$ cat config.mk
export PLATFORM = sky130hd
export DESIGN_NAME = gtpu_flow_key_parser_core
export DESIGN_NICKNAME = d
export VERILOG_FILES = /design/src/gfkp_pkg.sv /design/src/gtpu_flow_key_parser_core.sv
export SDC_FILE = /design/constraint.sdc
export NUM_CORES = 1
export LEC_CHECK = 0
export BUFFER_PORTS_ARGS = -buffer_cell sky130_fd_sc_hd__buf_2
export CELL_PAD_IN_SITES_DETAIL_PLACEMENT = 2
export CELL_PAD_IN_SITES_GLOBAL_PLACEMENT = 2
export CORE_ASPECT_RATIO = 2
export CORE_UTILIZATION = 39
export CTS_CLUSTER_SIZE = 30
export DETAILED_ROUTE_END_ITERATION = 12
export PLACE_DENSITY = 0.83
export SYNTH_ARGS = -nofsm -noshare
export SYNTH_HDL_FRONTEND = slang
export SYNTH_SLANG_ARGS = --single-unit
$ cat constraint.sdc
create_clock -name clk -period 16.3 [get_ports clk]
set_input_delay 1.63 -clock clk [delete_from_list [all_inputs] [get_ports clk]]
set_output_delay 1.63 -clock clk [all_outputs]
set_load 0.02 [all_outputs]
$ cat src/gfkp_pkg.sv
// Package for the GTP-U flow key parser: the word types on both channels,
// the verdict codes and the fixed header offsets and field values.
// No dependencies.
`timescale 1ns / 1ps

package gfkp_pkg;

  typedef enum logic [1:0] {
    VERDICT_PASS     = 2'd0,
    VERDICT_UPLINK   = 2'd1,
    VERDICT_DOWNLINK = 2'd2
  } verdict_t;

  typedef struct packed {
    logic [7:0] data_byte;
    logic       last_byte;
  } in_word_t;

  typedef struct packed {
    verdict_t    verdict;
    logic [31:0] tunnel_id;
    logic [5:0]  flow_qfi;
    logic [31:0] ue_address;
    logic [31:0] remote_address;
    logic [15:0] ue_port;
    logic [15:0] peer_port;
    logic [7:0]  ip_proto;
    logic [31:0] key_hash;
  } out_word_t;

  localparam logic [15:0] TUNNEL_PORT_RESET = 16'd2152;

  // Byte offsets from the start of the Ethernet header.
  localparam logic [15:0] OFF_ETYPE_HI = 16'd12;
  localparam logic [15:0] OFF_ETYPE_LO = 16'd13;
  localparam logic [15:0] OFF_IHL      = 16'd14;
  localparam logic [15:0] OFF_PROTO    = 16'd23;
  localparam logic [15:0] OFF_SRC_FST  = 16'd26;
  localparam logic [15:0] OFF_SRC_LST  = 16'd29;
  localparam logic [15:0] OFF_DST_FST  = 16'd30;
  localparam logic [15:0] OFF_DST_LST  = 16'd33;
  localparam logic [16:0] MIN_PACKET   = 17'd34;
  localparam logic [6:0]  ETH_HDR_LEN  = 7'd14;
  localparam logic [5:0]  MIN_IP_HDR   = 6'd20;

  // Offsets from the start of the layer 4 header.
  localparam logic [15:0] REL_SPORT_LO = 16'd1;
  localparam logic [15:0] REL_DPORT_LO = 16'd3;
  localparam logic [15:0] REL_GTP_FLAG = 16'd8;
  localparam logic [15:0] REL_GTP_MSG  = 16'd9;
  localparam logic [15:0] REL_TEID_FST = 16'd12;
  localparam logic [15:0] REL_TEID_LST = 16'd15;
  localparam logic [15:0] REL_NEXT_EXT = 16'd19;
  localparam logic [6:0]  UDP_HDR_LEN  = 7'd8;
  localparam logic [6:0]  TCP_HDR_LEN  = 7'd20;
  localparam logic [6:0]  GTP_END      = 7'd20;
  localparam logic [6:0]  GTP_EXT_MIN  = 7'd24;

  localparam logic [7:0]  ETYPE_HI     = 8'h08;
  localparam logic [7:0]  ETYPE_LO     = 8'h00;
  localparam logic [7:0]  PROTO_UDP    = 8'd17;
  localparam logic [7:0]  PROTO_TCP    = 8'd6;
  localparam logic [7:0]  MSG_GPDU     = 8'd255;
  localparam int          FLAG_EXT_BIT = 2;
  localparam logic [7:0]  EXT_PDU_SESS = 8'h85;
  localparam logic [15:0] EXT_QFI_REL  = 16'd2;
  localparam int          PORT_SHIFT   = 16;

endpackage

$ cat src/gtpu_flow_key_parser_core.sv
// Top level of the GTP-U flow key parser: byte-wide header parse with one
// key word per packet. Depends on gfkp_pkg.
`timescale 1ns / 1ps

// Usage
// The input channel (in_valid, in_stall, in_data) carries one packet byte per
// word, starting at the Ethernet header, with last_byte set on the final byte.
// A word is taken at a clock edge where in_valid is high and in_stall is low.
// Every byte updates the parse state in the cycle it is taken, so one byte is
// taken per cycle while in_stall is low. The last byte of a packet produces
// one key word on the output channel (out_valid, out_stall, out_data), which
// is registered into the output register, or into the spare register while
// the receiver stalls a word. Other bytes produce nothing.
// The output has a two-word buffer. While the receiver stalls, a second key
// word is held in a spare register; in_stall rises only once that spare
// register is full, and falls when the receiver takes a word.
// The user writes the tunnel port register with cfg_write and cfg_data only
// while the block is idle; the block does not enforce this. Synchronous reset
// clears the parse state, empties the output buffer and loads the tunnel port with 2152.
module gtpu_flow_key_parser_core #(
  parameter int MAX_EXT_HEADERS = 4
) (
  input  logic                 clk,
  input  logic                 rst,
  input  logic                 in_valid,
  output logic                 in_stall,
  input  gfkp_pkg::in_word_t   in_data,
  output logic                 out_valid,
  input  logic                 out_stall,
  output gfkp_pkg::out_word_t  out_data,
  input  logic                 cfg_write,
  input  logic [15:0]          cfg_data
);

  import gfkp_pkg::*;

  localparam int EW = $clog2(MAX_EXT_HEADERS + 1);

  logic [15:0]   tunnel_port;

  logic [15:0]   byte_offset, byte_offset_next;
  logic [5:0]    ip_header_bytes, ip_header_bytes_next;
  logic [7:0]    protocol_seen, protocol_seen_next;
  logic [31:0]   source_addr, source_addr_next;
  logic [31:0]   dest_addr, dest_addr_next;
  logic [15:0]   source_port_seen, source_port_seen_next;
  logic [15:0]   dest_port_seen, dest_port_seen_next;
  logic [31:0]   tunnel_id_seen, tunnel_id_seen_next;
  logic [15:0]   ext_start, ext_start_next;
  logic [7:0]    next_ext_type, next_ext_type_next;
  logic [EW-1:0] ext_visited, ext_visited_next;
  logic [5:0]    qfi_found, qfi_found_next;
  logic [15:0]   required_end, required_end_next;
  logic          rejected, rejected_next;
  logic          tunnel_path, tunnel_path_next;
  logic          walk_active, walk_active_next;
  logic [7:0]    cur_ext_len, cur_ext_len_next;

  out_word_t     spare_data;
  logic          spare_valid;

  logic          take;
  logic [7:0]    b;
  logic [15:0]   o;
  logic [6:0]    l4;
  logic [15:0]   rel;
  logic [15:0]   d;
  logic          need_en;
  logic [16:0]   need_end;
  logic [15:0]   need_sat;
  logic [16:0]   len;
  out_word_t     result;

  assign take     = in_valid && !in_stall;
  assign in_stall = spare_valid;
  assign b        = in_data.data_byte;
  assign o        = byte_offset;
  assign l4       = ETH_HDR_LEN + {1'b0, ip_header_bytes};
  assign rel      = o - {9'd0, l4};
  assign d        = o - ext_start;
  assign len      = {1'b0, o} + 17'd1;

  // Parse step for one byte. At most one end position is required per byte.
  always_comb begin
    ip_header_bytes_next  = ip_header_bytes;
    protocol_seen_next    = protocol_seen;
    source_addr_next      = source_addr;
    dest_addr_next        = dest_addr;
    source_port_seen_next = source_port_seen;
    dest_port_seen_next   = dest_port_seen;
    tunnel_id_seen_next   = tunnel_id_seen;
    ext_start_next        = ext_start;
    next_ext_type_next    = next_ext_type;
    ext_visited_next      = ext_visited;
    qfi_found_next        = qfi_found;
    rejected_next         = rejected;
    tunnel_path_next      = tunnel_path;
    walk_active_next      = walk_active;
    cur_ext_len_next      = cur_ext_len;
    need_en               = 1'b0;
    need_end              = '0;
    if (!rejected) begin
      priority if (o == OFF_ETYPE_HI) begin
        if (b != ETYPE_HI) rejected_next = 1'b1;
      end else if (o == OFF_ETYPE_LO) begin
        if (b != ETYPE_LO) rejected_next = 1'b1;
      end else if (o == OFF_IHL) begin
        ip_header_bytes_next = {b[3:0], 2'b00};
        if (ip_header_bytes_next < MIN_IP_HDR) begin
          rejected_next = 1'b1;
        end else begin
          need_en  = 1'b1;
          need_end = {10'd0, ETH_HDR_LEN + {1'b0, ip_header_bytes_next}};
        end
      end else if (o == OFF_PROTO) begin
        protocol_seen_next = b;
        if (b == PROTO_UDP) begin
          need_en  = 1'b1;
          need_end = {10'd0, l4 + UDP_HDR_LEN};
        end else if (b == PROTO_TCP) begin
          need_en  = 1'b1;
          need_end = {10'd0, l4 + TCP_HDR_LEN};
        end
      end else if (o >= OFF_SRC_FST && o <= OFF_SRC_LST) begin
        source_addr_next = {source_addr[23:0], b};
      end else if (o >= OFF_DST_FST && o <= OFF_DST_LST) begin
        dest_addr_next = {dest_addr[23:0], b};
      end else if (o >= {9'd0, l4}) begin
        priority if (rel <= REL_SPORT_LO) begin
          source_port_seen_next = {source_port_seen[7:0], b};
        end else if (rel <= REL_DPORT_LO) begin
          dest_port_seen_next = {dest_port_seen[7:0], b};
          if (rel == REL_DPORT_LO && protocol_seen == PROTO_UDP &&
              dest_port_seen_next == tunnel_port) begin
            tunnel_path_next = 1'b1;
            need_en          = 1'b1;
            need_end         = {10'd0, l4 + GTP_END};
          end
        end else if (tunnel_path) begin
          priority if (rel == REL_GTP_FLAG) begin
            if (!b[FLAG_EXT_BIT]) rejected_next = 1'b1;
          end else if (rel == REL_GTP_MSG) begin
            if (b != MSG_GPDU) rejected_next = 1'b1;
          end else if (rel >= REL_TEID_FST && rel <= REL_TEID_LST) begin
            tunnel_id_seen_next = {tunnel_id_seen[23:0], b};
          end else if (rel == REL_NEXT_EXT) begin
            if (b == 8'd0) begin
              rejected_next = 1'b1;
            end else begin
              next_ext_type_next = b;
              ext_start_next     = {9'd0, l4 + GTP_END};
              ext_visited_next   = '0;
              walk_active_next   = 1'b1;
              need_en            = 1'b1;
              need_end           = {10'd0, l4 + GTP_EXT_MIN};
            end
          end else if (rel > REL_NEXT_EXT && walk_active && o >= ext_start) begin
            // Extension walk: the length byte opens each extension, the
            // next-type byte closes it unless it is the session container.
            priority if (d == 16'd0) begin
              if (b == 8'd0) begin
                rejected_next = 1'b1;
              end else begin
                cur_ext_len_next = b;
                need_en          = 1'b1;
                need_end         = {1'b0, ext_start} + {7'd0, b, 2'b00};
              end
            end else if (next_ext_type == EXT_PDU_SESS) begin
              if (d == EXT_QFI_REL) begin
                if (b[5:0] == 6'd0) begin
                  rejected_next = 1'b1;
                end else begin
                  qfi_found_next   = b[5:0];
                  walk_active_next = 1'b0;
                end
              end
            end else if (d == {6'd0, {cur_ext_len, 2'b00} - 10'd1}) begin
              if (b == 8'd0 ||
                  {1'b0, ext_visited} + 1'b1 >= (EW + 1)'(MAX_EXT_HEADERS)) begin
                rejected_next = 1'b1;
              end else begin
                ext_visited_next   = ext_visited + 1'b1;
                next_ext_type_next = b;
                ext_start_next     = o + 16'd1;
                need_en            = 1'b1;
                need_end           = {1'b0, o} + 17'd5;
              end
            end else begin
              // Body bytes of an ordinary extension carry nothing.
            end
          end else begin
            // Other GTP-U header bytes and bytes after the walk are skipped.
          end
        end else begin
          // Layer 4 payload of a packet that is not tunnelled.
        end
      end else begin
        // Header bytes with no field of their own are only counted.
      end
    end
  end

  assign need_sat = need_end[16] ? 16'hffff : need_end[15:0];

  always_comb begin
    required_end_next = required_end;
    if (need_en && need_sat > required_end) required_end_next = need_sat;
    byte_offset_next = (byte_offset == 16'hffff) ? byte_offset : byte_offset + 16'd1;
  end

  // Key word for the packet that ends with this byte.
  always_comb begin
    result = '0;
    result.verdict = VERDICT_PASS;
    if (!rejected_next && len >= MIN_PACKET && len >= {1'b0, required_end_next}) begin
      if (tunnel_path_next) begin
        if (qfi_found_next != 6'd0) begin
          result.verdict   = VERDICT_UPLINK;
          result.tunnel_id = tunnel_id_seen_next;
          result.flow_qfi  = qfi_found_next;
          result.key_hash  = tunnel_id_seen_next ^ {26'd0, qfi_found_next};
        end
      end else begin
        result.verdict        = VERDICT_DOWNLINK;
        result.ue_address     = dest_addr_next;
        result.remote_address = source_addr_next;
        if (protocol_seen_next == PROTO_UDP || protocol_seen_next == PROTO_TCP) begin
          result.ue_port   = dest_port_seen_next;
          result.peer_port = source_port_seen_next;
        end
        result.ip_proto = protocol_seen_next;
        result.key_hash = dest_addr_next ^ source_addr_next ^
                          ({16'd0, result.ue_port} << PORT_SHIFT) ^
                          {16'd0, result.peer_port} ^ {24'd0, protocol_seen_next};
      end
    end
  end

  always_ff @(posedge clk) begin
    if (rst) begin
      tunnel_port <= TUNNEL_PORT_RESET;
    end else if (cfg_write) begin
      tunnel_port <= cfg_data;
    end
  end

  always_ff @(posedge clk) begin
    if (rst || (take && in_data.last_byte)) begin
      byte_offset      <= '0;
      ip_header_bytes  <= '0;
      protocol_seen    <= '0;
      source_addr      <= '0;
      dest_addr        <= '0;
      source_port_seen <= '0;
      dest_port_seen   <= '0;
      tunnel_id_seen   <= '0;
      ext_start        <= '0;
      next_ext_type    <= '0;
      ext_visited      <= '0;
      qfi_found        <= '0;
      required_end     <= '0;
      rejected         <= 1'b0;
      tunnel_path      <= 1'b0;
      walk_active      <= 1'b0;
      cur_ext_len      <= '0;
    end else if (take) begin
      byte_offset      <= byte_offset_next;
      ip_header_bytes  <= ip_header_bytes_next;
      protocol_seen    <= protocol_seen_next;
      source_addr      <= source_addr_next;
      dest_addr        <= dest_addr_next;
      source_port_seen <= source_port_seen_next;
      dest_port_seen   <= dest_port_seen_next;
      tunnel_id_seen   <= tunnel_id_seen_next;
      ext_start        <= ext_start_next;
      next_ext_type    <= next_ext_type_next;
      ext_visited      <= ext_visited_next;
      qfi_found        <= qfi_found_next;
      required_end     <= required_end_next;
      rejected         <= rejected_next;
      tunnel_path      <= tunnel_path_next;
      walk_active      <= walk_active_next;
      cur_ext_len      <= cur_ext_len_next;
    end
  end

  // Output register with a spare word behind it. A new key only arrives
  // while the spare register is empty.
  always_ff @(posedge clk) begin
    if (rst) begin
      out_valid   <= 1'b0;
      spare_valid <= 1'b0;
    end else if (take && in_data.last_byte) begin
      if (out_valid && out_stall) begin
        spare_valid <= 1'b1;
      end else begin
        out_valid <= 1'b1;
      end
    end else if (out_valid && !out_stall) begin
      out_valid   <= spare_valid;
      spare_valid <= 1'b0;
    end
  end

  always_ff @(posedge clk) begin
    if (take && in_data.last_byte) begin
      if (out_valid && out_stall) begin
        spare_data <= result;
      end else begin
        out_data <= result;
      end
    end else if (out_valid && !out_stall && spare_valid) begin
      out_data <= spare_data;
    end
  end

endmodule
==> results.toml <==
[synth]
synth-edff-count = 352
ys_warn_count = 0
ys_types = 86
synthArstFlopShare_pct = 0
synth_fp_nets = 3417
synth-seq-cells = 586
syn_avg_cell_area_sq_um = 9.41
synthesis.area_sq_um = 31100
ys.flop_type = "edfxtp_1"
ys_seq_area_share_pct = 49.1
synthCells = 3303

[placement]
dpl.cell_count = 4372
io_buffers = 207
dpl.hpwl_um = 99600
globalplace.congestion = 1.01

[worst_setup_path]
crit_path_end_kind = "flop"
worst_setup_path_start_kind = "flop"
r2r-start = "byte_offset[6]$_SDFFE_PP0P_"
required_ns = 16.66
crit_start = "byte_offset[6]$_SDFFE_PP0P_"
r2r_slack_ns = 4.74
endpoint = "out_data[22]$_DFFE_PP_"
crit_top_cell = "o21a_1"
crit_fanout = 52
rr_endpoint = "out_data[22]$_DFFE_PP_"
slowest_delay_ns = 0.96
slowest_stage = "nand2b_1"
arrival_ns = 11.92
r2r_cells = 37
crit_type = "reg2reg"

[outcome]
outcome = "finished clean"

[drt]
final_antenna_net_count = 0
via_count = 27000
dr_wl_met3_um = 5830
topRoutingLayerUsed = "met5"
dr.pass1.iters = 5
routed_via_density = 6.03
wl_per_cell_um = 31.3
wl_met1_um = 45300
wl_met2_um = 73300
first_iter_violations = 1571
drt_wl_total_um = 140000
drc_errors = 0

[worst_hold_path]
whs_path_depth = 2
hold_path_class = "reg2reg"

[clock_network]
post-cts-setup-buffer-count = 0
h-tree-depth = 2
cts-resized-gates = 0
clkSlewWorstSetupHoldPaths_ns = 0.07
clockBufferDepth = 3
clock_latency_ns = 0.67
ctsHoldBuffers = 0
cts_root_buf = "clkbuf_16"
cts_inserted_buffers = 53
cts.sinks = 586
cts_tree = "built"

[finish]
stdcell_count = 4470
n_fill_cell = 8448
drive_gt1_share_pct = 12.6
fin_util_pct = 44.1
fin_nets = 3505
multiInputGateArea_sq_um = 14700
antennaDiodeCount = 0
seq_area_sq_um = 15300
area_growth_pct = 12.2

[power_and_ir_drop]
p_leak_nw = 12.7
ir_drop_mv = 0.0756
p_per_area_nw_per_um2 = 90.9
internal_power_mw = 2.37
p_sw_uw = 799
p_sw_share_pct = 25.2
seq_power_share_pct = 50.5
p_comb_share_pct = 6.6
power_mw = 3.17
p_clk_share_pct = 43.0

[timing]
worstMarginPinSlew_ns = 1.29
rsz0062_at_grt = "false"
finalCritPeriodShare_pct = 71.0
fmax_ghz = 0.0865
final.setup_skew_ns = 0.0255
whs_ns = 0.456
setup_tns_ns = 0
hold_viol = 0
period_minus_slack_ns = 11.56
finalSetupViolCount = 0
slew_viol_final = 0
maxSlewHeadroom_pct = 13.8

[floorplanning]
rows = 146
ioPinCount = 208
start_util_pct = 39.3
die_y_um = 401
core_sq_um = 79100
die_area_sq_um = 80900
die_x_um = 202

[global_route]
grt_overflow = 0
antenna_found_initial = 4
grt_max_degree = 177
grt_pass1_wl_um = 203000
track_usage_pct = 34.2
grt_pass1_vias = 29800

[flow_run]
maxCapViolCount = 0
## state kept, by name, indices dropped and copies added (netlist names), 3 cells and up
name	cells
byte_offset	16
cur_ext_len	8
dest_addr	32
dest_port_seen	16
ext_start	16
ext_visited	3
ip_header_bytes	4
next_ext_type	8
out_data	176
protocol_seen	8
qfi_found	6
required_end	16
source_addr	32
source_port_seen	16
spare_data	176
tunnel_id_seen	32
tunnel_port	16
## cells in the final DEF (no fill, tap or decap), types with 16 or more instances in the layout
master,n
inv_1,77
nand2_1,659
xor2_1,75
clkbuf_16,53
buf_2,207
o31ai_1,93
a31oi_1,17
o22ai_1,30
nand4_1,27
a2bb2oi_1,18
a22o_1,18
o21ai_0,90
a21oi_1,252
or3_1,21
and3_1,17
nor2_1,293
mux2i_1,176
dfxtp_1,234
ha_1,81
nor2b_1,26
xnor2_1,102
nand2b_1,16
nand3_1,65
o21a_1,16
mux2_2,33
buf_4,59
nor3_1,44
edfxtp_1,352
or2_2,16
and2_1,21
## worst min-delay path by stage
| stage | startpoint | to | slack, ns |
|---|---|---|---|
| after floorplan | next_ext_type[0]$_SDFFE_PP0P_ | next_ext_type[0]$_SDFFE_PP0P_ | 0.43 |
| after global placement | tunnel_id_seen[30]$_SDFFE_PP0P_ | tunnel_id_seen[30]$_SDFFE_PP0P_ | 0.44 |
| after detailed placement | dest_port_seen[13]$_SDFFE_PP0P_ | dest_port_seen[13]$_SDFFE_PP0P_ | 0.45 |
| after CTS | dest_port_seen[13]$_SDFFE_PP0P_ | dest_port_seen[13]$_SDFFE_PP0P_ | 0.46 |
| after global routing | next_ext_type[5]$_SDFFE_PP0P_ | next_ext_type[5]$_SDFFE_PP0P_ | 0.48 |
| final | next_ext_type[5]$_SDFFE_PP0P_ | next_ext_type[5]$_SDFFE_PP0P_ | 0.46 |
## layer usage
layer	GRT usage, %	up-vias
li1	-	11800
met1	32.4	13600
met2	62.8	1022
met3	4.58	502
met4	32.1	2
met5	0	-
## power by group through the flow
stage          clock, mW  sequential, mW  combinational (mW)
2_1_floorplan          0            1.66              0.0918
3_3_place_gp           0            1.63               0.195
3_5_place_dp           0            1.63               0.202
4_1_cts             1.37            1.60               0.204
5_1_grt             1.42            1.60               0.217
6_report            1.36            1.60               0.208
## area by class of cell
cell class	count	share of cell area (%)
tap	1036	3.72
multi-input combinational	2405	42.2
sequential	586	43.8
timing repair buffer	267	4.30
clock inverter	35	1.28
inverter	78	0.840
clock buffer	63	3.91
## kinds of logic (layout without fill, tap and decap cells)
kind of cell,count (synthesis),in the layout,share of synthesized area (%)
compound gates,663,663,13.7
xor+xnor,179,179,5.13
buf+inv,312,443,3.95
flops,586,586,49.1
mux,209,209,6.86
simple gates,1270,1270,17.8
fa+ha+maj,84,84,3.45
## synthesized netlist by cell type, types with 8 or more instances
library cell,n,area share [%]
a211o_1,9,0.25
a211oi_1,13,0.31
a21o_1,15,0.36
a21oi_1,254,4.1
a22o_1,18,0.51
a22oi_1,8,0.19
a2bb2oi_1,18,0.51
a31oi_1,18,0.36
and2_1,22,0.44
and3_1,18,0.36
and4_1,8,0.23
buf_1,17,0.21
buf_2,25,0.40
clkbuf_1,187,2.3
dfxtp_1,234,15
edfxtp_1,352,34
ha_1,81,3.3
inv_1,77,0.93
mux2_2,33,1.2
mux2i_1,176,5.7
nand2_1,660,8.0
nand2b_1,17,0.34
nand3_1,65,1.0
nand4_1,27,0.54
nor2_1,295,3.6
nor2b_1,27,0.54
nor3_1,45,0.72
nor4_1,8,0.16
o211ai_1,11,0.27
o21a_1,16,0.39
o21ai_0,90,1.4
o22ai_1,30,0.60
o31ai_1,93,2.2
or2_2,16,0.32
or3_1,21,0.42
or4_1,12,0.29
xnor2_1,102,2.9
xor2_1,75,2.1
## worst max-delay path, delay by kind of cell (launching register included)
| kind | cells | cell delay, ns |
|---|---|---|
| adder cells (fa/ha/maj) | 3 | 1.14 |
| XOR/XNOR | 1 | 0.31 |
| buffers and inverters | 3 | 1.33 |
| AO/OA/AOI/OAI | 20 | 3.94 |
| multiplexers | 1 | 0.16 |
| flip-flops | 1 | 0.89 |
| AND/OR/NAND/NOR | 9 | 3.39 |
## per-stage QoR
| stage | setup WS (ns) | cell area, sq um |
|---|---|---|
| final | 4.74 | 34900 |
| after global routing | 4.01 | 34900 |
| after CTS | 4.88 | 34900 |
| after detailed placement | 4.53 | 33100 |
| after global placement | 4.82 | 33100 |
| after floorplan | 4.44 | 31100 |
(Power assumes the default switching activity.)
